$ cat src/rtl/bcgm_pkg.sv
`timescale 1ns / 1ps
package bcgm_pkg;

	localparam int MAX_GESTURE   = 8;
	localparam int GESTURE_COUNT = 4;

	localparam int HW = (MAX_GESTURE > 1) ? $clog2(MAX_GESTURE) : 1;
	localparam int GW = (GESTURE_COUNT > 1) ? $clog2(GESTURE_COUNT) : 1;
	localparam int SW = HW + 2;

	localparam int COORD_W    = 16;
	localparam int SIZE_W     = 15;
	localparam int TIME_W     = 32;
	localparam int DIFF_W     = 18;
	localparam int BORDER_W   = 2;
	localparam int MATCH_W    = 4;
	localparam int PAT_W      = 21;
	localparam int LEN_W      = 4;
	localparam int LEN_LO     = 16;
	localparam int DIR_BIT    = 20;
	localparam int CODES_W    = 16;
	localparam int CFG_IDX_W  = 4;
	localparam int CFG_DATA_W = 32;
	localparam int CFG_NUM_REGS = 8;
	localparam int IN_TDATA_W  = 128;
	localparam int IN_TUSER_W  = 1;
	localparam int OUT_TDATA_W = 8;

	localparam logic [BORDER_W-1:0] BORDER_TOP    = 2'd0;
	localparam logic [BORDER_W-1:0] BORDER_BOTTOM = 2'd1;
	localparam logic [BORDER_W-1:0] BORDER_RIGHT  = 2'd2;
	localparam logic [BORDER_W-1:0] BORDER_LEFT   = 2'd3;

	localparam logic CFG_KIND_PATTERN = 1'b0;
	localparam logic CFG_KIND_TIMEOUT = 1'b1;

	typedef struct packed {
		logic load_in;
		logic diff;
		logic border;
		logic ginit;
		logic walk;
		logic gend;
		logic out_load;
	} cmd_t;

	typedef struct packed {
		logic len_ok;
		logic step_last;
		logic gest_last;
	} sts_t;

endpackage

$ cat src/rtl/border_crossing_gesture_matcher_core.sv
`timescale 1ns / 1ps
// Takes one window-frame crossing per request, names the border crossed, records it in an
// eight-entry history ring and returns one result holding the border and a bit for each of
// the four programmed gestures that ends at this crossing. For each gesture in turn, the
// sequencer loads its pattern, walks the history one entry per cycle and records its match
// bit; a gesture with an invalid length is not walked. The block takes no new request until
// the result is loaded. A new request is accepted while the previous result still waits
// in the output register. Configuration writes are accepted in every cycle.
module border_crossing_gesture_matcher_core (
	input  logic                                 clk,
	input  logic                                 arst_n,
	input  logic                                 s_axis_tvalid,
	output logic                                 s_axis_tready,
	// pointer_x, pointer_y, frame_left, frame_top, frame_width, frame_height, event_time
	input  logic [bcgm_pkg::IN_TDATA_W-1:0]      s_axis_tdata,
	// entering
	input  logic [bcgm_pkg::IN_TUSER_W-1:0]      s_axis_tuser,
	output logic                                 m_axis_tvalid,
	input  logic                                 m_axis_tready,
	// border, matched
	output logic [bcgm_pkg::OUT_TDATA_W-1:0]     m_axis_tdata,
	input  logic                                 cfg_valid,
	output logic                                 cfg_ready,
	input  logic [bcgm_pkg::CFG_IDX_W-1:0]       cfg_index,
	input  logic [bcgm_pkg::CFG_DATA_W-1:0]      cfg_data
);
	import bcgm_pkg::*;

	cmd_t cmd;
	sts_t sts;

	assign cfg_ready = 1'b1;

	bcgm_ctrl u_ctrl (
		.clk       (clk),
		.arst_n    (arst_n),
		.in_valid  (s_axis_tvalid),
		.in_ready  (s_axis_tready),
		.out_valid (m_axis_tvalid),
		.out_ready (m_axis_tready),
		.sts       (sts),
		.cmd       (cmd)
	);

	bcgm_datapath u_datapath (
		.clk       (clk),
		.arst_n    (arst_n),
		.cmd       (cmd),
		.sts       (sts),
		.in_data   (s_axis_tdata),
		.in_user   (s_axis_tuser),
		.cfg_we    (cfg_valid && cfg_ready),
		.cfg_index (cfg_index),
		.cfg_data  (cfg_data),
		.out_data  (m_axis_tdata)
	);

	a_busy_after_request: assert property (@(posedge clk) disable iff (!arst_n)
		(s_axis_tvalid && s_axis_tready) |=> !s_axis_tready)
		else $error("block accepted a request while still processing one");

	a_no_instant_result: assert property (@(posedge clk) disable iff (!arst_n)
		(s_axis_tvalid && s_axis_tready) |=> !$rose(m_axis_tvalid))
		else $error("result appeared directly after a request");

	a_single_command: assert property (@(posedge clk) disable iff (!arst_n)
		$onehot0({cmd.load_in, cmd.diff, cmd.border, cmd.ginit, cmd.walk, cmd.gend,
			cmd.out_load}))
		else $error("controller issued more than one command in a cycle");

	a_load_when_free: assert property (@(posedge clk) disable iff (!arst_n)
		cmd.out_load |-> (!m_axis_tvalid || m_axis_tready))
		else $error("output register overwritten before its result was taken");

endmodule

$ cat src/rtl/bcgm_ctrl.sv
`timescale 1ns / 1ps
module bcgm_ctrl (
	input  logic           clk,
	input  logic           arst_n,
	input  logic           in_valid,
	output logic           in_ready,
	output logic           out_valid,
	input  logic           out_ready,
	input  bcgm_pkg::sts_t sts,
	output bcgm_pkg::cmd_t cmd
);
	import bcgm_pkg::*;

	localparam logic [2:0] S_IDLE  = 3'd0;
	localparam logic [2:0] S_DIFF  = 3'd1;
	localparam logic [2:0] S_BORD  = 3'd2;
	localparam logic [2:0] S_GINIT = 3'd3;
	localparam logic [2:0] S_WALK  = 3'd4;
	localparam logic [2:0] S_GEND  = 3'd5;
	localparam logic [2:0] S_DONE  = 3'd6;

	logic [2:0] state_q;
	logic [2:0] state_d;
	logic       out_valid_q;

	always_comb begin
		state_d = state_q;
		cmd     = '0;
		unique case (state_q)
			S_IDLE: begin
				if (in_valid) begin
					cmd.load_in = 1'b1;
					state_d     = S_DIFF;
				end
			end
			S_DIFF: begin
				cmd.diff = 1'b1;
				state_d  = S_BORD;
			end
			S_BORD: begin
				cmd.border = 1'b1;
				state_d    = S_GINIT;
			end
			S_GINIT: begin
				cmd.ginit = 1'b1;
				state_d   = sts.len_ok ? S_WALK : S_GEND;
			end
			S_WALK: begin
				cmd.walk = 1'b1;
				if (sts.step_last) begin
					state_d = S_GEND;
				end
			end
			S_GEND: begin
				cmd.gend = 1'b1;
				state_d  = sts.gest_last ? S_DONE : S_GINIT;
			end
			S_DONE: begin
				if (!out_valid_q || out_ready) begin
					cmd.out_load = 1'b1;
					state_d      = S_IDLE;
				end
			end
			default: begin
				state_d = S_IDLE;
			end
		endcase
	end

	always_ff @(posedge clk or negedge arst_n) begin
		if (!arst_n) begin
			state_q     <= S_IDLE;
			out_valid_q <= 1'b0;
		end else begin
			state_q <= state_d;
			if (cmd.out_load) begin
				out_valid_q <= 1'b1;
			end else if (out_ready) begin
				out_valid_q <= 1'b0;
			end
		end
	end

	assign in_ready  = (state_q == S_IDLE);
	assign out_valid = out_valid_q;

endmodule

$ cat src/rtl/bcgm_datapath.sv
`timescale 1ns / 1ps
module bcgm_datapath (
	input  logic                                clk,
	input  logic                                arst_n,
	input  bcgm_pkg::cmd_t                      cmd,
	output bcgm_pkg::sts_t                      sts,
	input  logic [bcgm_pkg::IN_TDATA_W-1:0]     in_data,
	input  logic [bcgm_pkg::IN_TUSER_W-1:0]     in_user,
	input  logic                                cfg_we,
	input  logic [bcgm_pkg::CFG_IDX_W-1:0]      cfg_index,
	input  logic [bcgm_pkg::CFG_DATA_W-1:0]     cfg_data,
	output logic [bcgm_pkg::OUT_TDATA_W-1:0]    out_data
);
	import bcgm_pkg::*;

	logic signed [COORD_W-1:0] px_q, py_q, left_q, top_q;
	logic [SIZE_W-1:0]         w_q, h_q;
	logic                      ent_q;
	logic [TIME_W-1:0]         time_q;

	logic signed [DIFF_W-1:0] dx_q, dy_q;
	logic [DIFF_W-1:0]        mid_x, mid_y, ax, ay;
	logic [BORDER_W-1:0]      border_d, border_q;

	logic [HW-1:0]       wr_slot_q, cur_slot_q;
	logic                hist_vld_q  [MAX_GESTURE];
	logic [BORDER_W-1:0] hist_brd_q  [MAX_GESTURE];
	logic                hist_dir_q  [MAX_GESTURE];
	logic [TIME_W-1:0]   hist_time_q [MAX_GESTURE];

	logic [PAT_W-1:0]      pat_q [GESTURE_COUNT];
	logic [CFG_DATA_W-1:0] to_q  [GESTURE_COUNT];
	logic [CFG_IDX_W-2:0]  cfg_slot;

	logic [GW-1:0]       g_q;
	logic [HW-1:0]       i_q, addr_q;
	logic [PAT_W-1:0]    gpat_q;
	logic [TIME_W-1:0]   gto_q, prev_time_q;
	logic                ok_q;
	logic [MATCH_W-1:0]  match_q;
	logic [BORDER_W-1:0] out_border_q;
	logic [MATCH_W-1:0]  out_match_q;

	logic [LEN_W-1:0]    cfg_len;
	logic [SW-1:0]       start_raw;
	logic [HW-1:0]       start;
	logic [BORDER_W-1:0] code;
	logic [TIME_W-1:0]   e_time, gap;
	logic                fail;

	assign mid_x = DIFF_W'(left_q) + DIFF_W'(w_q[SIZE_W-1:1]);
	assign mid_y = DIFF_W'(top_q) + DIFF_W'(h_q[SIZE_W-1:1]);
	assign ax    = dx_q[DIFF_W-1] ? DIFF_W'(-dx_q) : DIFF_W'(dx_q);
	assign ay    = dy_q[DIFF_W-1] ? DIFF_W'(-dy_q) : DIFF_W'(dy_q);

	always_comb begin
		if (dx_q == '0) begin
			border_d = BORDER_RIGHT;
		end else if (dy_q[DIFF_W-1]) begin
			if (ay > ax) begin
				border_d = BORDER_TOP;
			end else begin
				border_d = dx_q[DIFF_W-1] ? BORDER_LEFT : BORDER_RIGHT;
			end
		end else if (ay > ax) begin
			border_d = BORDER_BOTTOM;
		end else if (dy_q == '0 || !dx_q[DIFF_W-1]) begin
			border_d = BORDER_RIGHT;
		end else begin
			border_d = BORDER_LEFT;
		end
	end

	assign cfg_len   = pat_q[g_q][LEN_LO +: LEN_W];
	assign start_raw = SW'(cur_slot_q) + SW'(MAX_GESTURE + 1) - SW'(cfg_len);
	assign start     = (start_raw >= SW'(MAX_GESTURE)) ?
		HW'(start_raw - SW'(MAX_GESTURE)) : HW'(start_raw);

	assign code   = gpat_q[{i_q, 1'b0} +: BORDER_W];
	assign e_time = hist_vld_q[addr_q] ? hist_time_q[addr_q] : '0;
	assign gap    = e_time - prev_time_q;

	always_comb begin
		fail = !hist_vld_q[addr_q] || (hist_brd_q[addr_q] != code);
		if (i_q == '0) begin
			if (hist_dir_q[addr_q] != gpat_q[DIR_BIT]) begin
				fail = 1'b1;
			end
		end else if (gto_q != '0 && gto_q < gap) begin
			fail = 1'b1;
		end
	end

	assign sts.len_ok    = (cfg_len != '0) && (cfg_len <= LEN_W'(MAX_GESTURE));
	assign sts.step_last = (LEN_W'(i_q) + LEN_W'(1)) == gpat_q[LEN_LO +: LEN_W];
	assign sts.gest_last = (g_q == GW'(GESTURE_COUNT - 1));

	assign cfg_slot = cfg_index[CFG_IDX_W-1:1];

	always_ff @(posedge clk or negedge arst_n) begin
		if (!arst_n) begin
			wr_slot_q <= '0;
			for (int k = 0; k < MAX_GESTURE; k++) begin
				hist_vld_q[k] <= 1'b0;
			end
			for (int k = 0; k < GESTURE_COUNT; k++) begin
				pat_q[k] <= '0;
				to_q[k]  <= '0;
			end
		end else begin
			if (cfg_we && cfg_index < CFG_IDX_W'(CFG_NUM_REGS)
			    && cfg_slot < (CFG_IDX_W-1)'(GESTURE_COUNT)) begin
				if (cfg_index[0] == CFG_KIND_PATTERN) begin
					pat_q[cfg_slot[GW-1:0]] <= cfg_data[PAT_W-1:0];
				end else begin
					to_q[cfg_slot[GW-1:0]] <= cfg_data;
				end
			end
			if (cmd.border) begin
				hist_vld_q[wr_slot_q] <= 1'b1;
				wr_slot_q <= (wr_slot_q == HW'(MAX_GESTURE - 1)) ? '0 : wr_slot_q + 1'b1;
			end
		end
	end

	always_ff @(posedge clk) begin
		if (cmd.load_in) begin
			px_q   <= in_data[15:0];
			py_q   <= in_data[31:16];
			left_q <= in_data[47:32];
			top_q  <= in_data[63:48];
			w_q    <= in_data[78:64];
			h_q    <= in_data[93:79];
			time_q <= in_data[125:94];
			ent_q  <= in_user[0];
		end
		if (cmd.diff) begin
			dx_q <= DIFF_W'(px_q) - mid_x;
			dy_q <= DIFF_W'(py_q) - mid_y;
		end
		if (cmd.border) begin
			border_q                 <= border_d;
			hist_brd_q[wr_slot_q]    <= border_d;
			hist_dir_q[wr_slot_q]    <= ent_q;
			hist_time_q[wr_slot_q]   <= time_q;
			cur_slot_q               <= wr_slot_q;
			match_q                  <= '0;
			g_q                      <= '0;
		end
		if (cmd.ginit) begin
			gpat_q <= pat_q[g_q];
			gto_q  <= to_q[g_q];
			ok_q   <= sts.len_ok;
			i_q    <= '0;
			addr_q <= start;
		end
		if (cmd.walk) begin
			ok_q        <= ok_q & !fail;
			prev_time_q <= e_time;
			i_q         <= i_q + 1'b1;
			addr_q      <= (addr_q == HW'(MAX_GESTURE - 1)) ? '0 : addr_q + 1'b1;
		end
		if (cmd.gend) begin
			match_q[g_q] <= ok_q;
			g_q          <= g_q + 1'b1;
		end
		if (cmd.out_load) begin
			out_border_q <= border_q;
			out_match_q  <= match_q;
		end
	end

	assign out_data = {(OUT_TDATA_W - MATCH_W - BORDER_W)'(0), out_match_q, out_border_q};

endmodule
$ cat config.mk
export PLATFORM = sky130hd
export DESIGN_NAME = border_crossing_gesture_matcher_core
export DESIGN_NICKNAME = d
export VERILOG_FILES = /design/src/rtl/bcgm_pkg.sv /design/src/rtl/border_crossing_gesture_matcher_core.sv /design/src/rtl/bcgm_ctrl.sv /design/src/rtl/bcgm_datapath.sv
export SDC_FILE = /design/constraint.sdc
export NUM_CORES = 1
export LEC_CHECK = 0
export ABC_AREA = 1
export ABC_CLOCK_PERIOD_IN_PS = 14300
export BUFFER_PORTS_ARGS = -buffer_cell sky130_fd_sc_hd__buf_2
export CORE_MARGIN = 2
export CORE_UTILIZATION = 30
export DETAILED_ROUTE_END_ITERATION = 6
export PLACE_DENSITY = 0.49
export SLEW_MARGIN = 5
export SYNTH_ARGS = -nofsm -noshare
export SYNTH_HDL_FRONTEND = slang
export SYNTH_SLANG_ARGS = --single-unit
$ cat constraint.sdc
create_clock -name clk -period 14.3 [get_ports clk]
set_input_delay 0.715 -clock clk [delete_from_list [all_inputs] [get_ports clk]]
set_output_delay 0.715 -clock clk [all_outputs]
set_load 0.01 [all_outputs]
### Word-level counts from Yosys, hierarchy flattened

Memories as Yosys holds them, arrays and structs flattened. A register that Yosys moved wholly into a read port is not among the register bits.
Index checks and enable logic that the tools add are counted.

| operators by class | value |
|---|---|
| $lt $le $gt $ge | 14 |
| reductions and logical operators | 26 |
| bitwise gates (word level) | 7 |
| eq/ne operators | 15 |
| shift operators | 1 |
| add/subtract/negate cells | 15 |
| mux-type cells | 67 |

Operators by type and width:

| cell | count |
|---|---|
| $bwmux W128 | 1 |
| $mux W32 | 4 |
| $bwmux W84 | 1 |
| $bmux W32 S2 | 1 |
| $demux W32 S2 | 1 |
| $mux W21 | 3 |
| $bmux W21 S2 | 1 |
| $demux W21 S2 | 1 |
| $mux W3 | 14 |
| $logic_not A18 Y1 | 2 |
| $mux W18 | 2 |
| $neg A18 Y18 | 2 |
| $sub A18 B18 Y18 | 2 |
| $add A16 B15 Y17 | 2 |
| $lt A32 B32 Y1 | 1 |
| $reduce_bool A32 Y1 | 1 |
| $sub A32 B32 Y32 | 1 |
| $mux W1 | 25 |
| $pmux W3 S7 | 1 |
| $shiftx A21 B5 Y2 | 1 |
| $gt A18 B18 Y1 | 1 |
| $eq A3 B3 Y1 const B | 5 |
| $mux W2 | 6 |
| $add A3 B1 Y3 const B | 3 |
| other kinds (41) | 63 |

| word-level totals | value |
|---|---|
| bits in writable memories | 280 |
| output and inout port bits | 11 |
| memories | 3 |
| bits in registers | 499 |
| word-level logic and storage cells | 189 |

Memory list:

| memory | depth | width | rd ports | clocked after memory_dff | wr ports | line | text |
|---|---|---|---|---|---|---|---|
| u_datapath.hist_time_q | 8 | 32 | 1 | 1 | 1 | bcgm_datapath.sv:29 | `logic [TIME_W-1:0] hist_time_q [MAX_GESTURE];` |
| u_datapath.hist_brd_q | 8 | 2 | 1 | 1 | 1 | bcgm_datapath.sv:27 | `logic [BORDER_W-1:0] hist_brd_q [MAX_GESTURE];` |
| u_datapath.hist_dir_q | 8 | 1 | 1 | 1 | 1 | bcgm_datapath.sv:28 | `logic hist_dir_q [MAX_GESTURE];` |

### Longest topological paths before layout

| depth | value |
|---|---|
| word-level depth | 13 |
| depth in mapped cells | 32 |
| depth with buffers taken out | 30 |

### Cells and area by module

Synthesis repeated with hierarchy kept, for this count alone.

| second synthesis, totals | value |
|---|---|
| cells, all modules | 3443 |
| area, all modules | 36012.0 sq um |

Modules (own cells, without submodules):

| module | area an instance (sq um) | times used | cells each | sequential area each (sq um) |
|---|---|---|---|---|
| bcgm_datapath | 35680.5 | 1 | 3389 | 22116.2 |
| bcgm_ctrl | 320.3 | 1 | 52 | 100.1 |
| border_crossing_gesture_matcher_core | 11.3 | 1 | 2 | 0.0 |

### Worst setup path after synthesis

Ideal clock, no wire load.

| timing | value |
|---|---|
| kind | flip-flop to flip-flop |
| from | reg u_ctrl.state_q[0] |
| to | reg u_datapath.ent_q, enable pin |
| path slack | 7.645 ns |
| data arrival time | 6.045 ns |
| period minus slack after synthesis | 6.655 ns |
| stages on the path, launching flop included | 6 |
| path buffers | 0 |
| path through | dfrtp_1 -> nor2_1 -> inv_1 -> nor2_1 -> inv_1 -> nor2_1 |

RTL lines:

| what | line | text |
|---|---|---|
| start: declaration | bcgm_ctrl.sv:22 | `logic [2:0] state_q;` |
| start signal: assignment | bcgm_ctrl.sv:75 | `state_q <= state_d;` |
| end signal: assignment | bcgm_datapath.sv:135 | `ent_q <= in_user[0];` |
| end: declaration | bcgm_datapath.sv:18 | `logic ent_q;` |

==> results.cfg <==
[pwr]
fin_total_pwr_w = 0.00987
leak_nw = 17.0
vdd_ir_drop_max_mv = 0.113
power_density_nw_per_um2 = 235

[place]
io_buffer_count = 173
dpl.hpwl_mm = 57.1
postPlaceCellArea_um2 = 39000
place_congestion = 0.851

[detailed_routing]
postRouteWirelength_mm = 91.2
post-route-drc-count = 0
met2_wire_len_mm = 43.4
top_signal_layer_used = met5
wirelength_met1_mm = 41.7
route.vias.total = 25142
viasPerCell = 4.65
wl_per_cell_um = 16.9
drtAntennaViolNets = 0
drtIter0Drc = 1581
first_pass_iters = 6
dr_wl_met3_mm = 3.54

[global_routing]
grt_first_pass_wirelength_mm = 143
antenna_violations_before_repair = 3
total_routing_usage_reported_by_global_routing = 0.145
first_global_vias = 25068
grt_start_max_net_pins = 123
total_grt_overflow = 0

[setup_path]
cell_repeated_most_along_the_worst_path = nand2_1
path_class = flop to flop
worstSetupEndpointType = flop
cp_slowest_cell = dfxtp_4
worst_ep_arrival_time_ps = 6200
worstSetupStartpointType = flop
critPathMaxStageDelay_ps = 680
critical_path_peak_fanout = 103
critical_path_required_ps = 14720

[clocking]
htreeDepth = 3
cts.sinks = 780
clk_latency_ps = 680
cts_inserted_buffers = 91
postCtsSetupBuffers = 0
ctsLongestPathBuffers = 3
ctsHoldBuffers = 0
post_cts_resize_count = 0
clock-root-buffer = clkbuf_16
tritoncts_clock_tree = built
clk_transition_reported_paths_ps = 60

[floorplanning]
die-area_um2 = 124000
y_dimension_of_the_die_um = 352
initial_utilization = 0.303
floorplan.core_area_um2 = 120000
dieWidth_um = 352
num_rows = 127
io_pins = 181

[yosys]
postSynth.asyncResetShare = 0.291
synthDistinctLibCells = 46
synthesized_area_per_cell_um2 = 10.2
yosysTopAreaCell = edfxtp_1
postSynthRegisterBits = 780
synth_edf_count = 546
syn-cell-area_um2 = 36400
yosysMostFrequentCell = nand2_1
synth.top_cells.by_area = edfxtp_1, dfrtp_1, nand2_1
netlist_top_cells_count = nand2_1, edfxtp_1, nor2_1
synth_flop_cell = edfxtp_1
synth_cells = 3555
synth_top_area_frac = 0.450
synth-seq-area-share = 0.610
yosys_warnings = 0

[sta]
timing.final.max_slew_violations = 0
setup-violations-final = 0
unrepaired_setup_endpoints_after_global_routing = no
finalHoldViolations = 0
clock_tree_skew_after_final_layout_ps = 25.9
timing.setup.tns_ps = 0
achievable_frequency_mhz = 173
timing_worst_slew_pin_value_ps = 1110
layout_min_cycle_time_ps = 5780
final_min_period_over_clock_period = 0.404
timing.max_slew.rel_slack = 0.258

[final_layout]
synthToLayoutAreaGrowth_pct = 15.3
share_of_layout_cells_above_drive_strength_1 = 0.103
finalInstanceArea_um2 = 42000
finalNetCount = 4047

[job]
max-cap-violations = 0

[outcome]
run_status = completed

[min_path]
worst_hold_path_type = input pin to asynchronous set/reset pin
-- cell type report --
| cell class | instances | area [um2] |
|---|---|---|
| Timing Repair Buffer | 204 | 1110 |
| Multi-Input combinational cell | 2348 | 12600 |
| Inverter | 290 | 1090 |
| Clock inverter | 50 | 517 |
| Fill cell | 12270 | 78100 |
| Antenna cell | 1 | 2.50 |
| Sequential cell | 780 | 22200 |
| Tap cell | 1612 | 2020 |
| Clock buffer | 118 | 2430 |
-- critical path, delay by kind of cell (launching register included) --
family,cells,cell delay (ps)
simple gates,19,1790
buf+inv,3,1240
fa+ha+maj,3,830
flops,1,680
compound gates,4,660
xor+xnor,1,230
-- per-stage QoR --
step	utilization	hold slack (ps)	std cells	setup WS, ps
2_1_floorplan	-	400	3556	7640
3_3_place_gp	0.325	404	5234	8460
3_5_place_dp	0.325	408	5234	8450
4_1_cts	0.350	151	5402	8410
5_1_grt	0.350	163	5402	7940
6_report	0.350	154	5403	8520
-- kinds of logic after synthesis --
kind of cell | synth area share
and+or+nand+nor | 0.136
AOI/OAI and AO/OA | 0.123
DFF | 0.610
adders and majority gates | 0.0567
other | 0.000206
xor gates and xnor gates | 0.0281
buffers and inverters | 0.0470
-- path summary, 6_finish.rpt --
kind,startpoint,end,slack [ps],depth (start not counted)
min in group clk,s_axis_tdata[0],u_datapath.px_q[0],200,1
max in group asynchronous,arst_n,u_datapath.to_q[126],12660,2
setup / recovery,flop,u_datapath.ok_q,8520,30
setup reg to reg,flop,u_datapath.ok_q,8520,30
hold / removal,arst_n,u_datapath.to_q[60],150,1
hold reg to reg,u_datapath.border_q[0],u_datapath.out_border_q[0],420,0
-- flip-flops by register name (all words and copies together) (netlist names), 4 cells and up, named ones only --
name and flops:
u_datapath.dx_q 18, u_datapath.dy_q 18, u_datapath.gpat_q 21, u_datapath.gto_q 32, u_datapath.h_q 14, u_datapath.hist_brd_q 16
u_datapath.hist_dir_q 8, u_datapath.hist_time_q 256, u_datapath.hist_vld_q 8, u_datapath.left_q 16, u_datapath.match_q 4, u_datapath.out_match_q 4
u_datapath.pat_q 84, u_datapath.prev_time_q 32, u_datapath.px_q 16, u_datapath.py_q 16, u_datapath.time_q 32, u_datapath.to_q 128
u_datapath.top_q 16, u_datapath.w_q 14
-- power breakdown --
group	switching, W	internal (W)
Sequential	0.000288	0.00309
Clock	0.000977	0.00132
Combinational	0.00275	0.00145
-- routing by layer --
layer,vias up,GRT usage
met5,-,0
met3,145,0.0263
met2,425,0.247
met4,6,0.0432
met1,11987,0.189
li1,12579,-
-- cells in the final DEF, fill, tap and decap left out, drive strengths merged, types with 67 or more instances in the layout --
cell      n
inv     293
o22ai   115
clkbuf  118
edfxtp  546
dfrtp   227
nand2   594
o21ai   444
nor2    473
ha      157
xor2     67
a21oi   222
buf     204
nand3    85
Power figures use the tool's default switching activity.
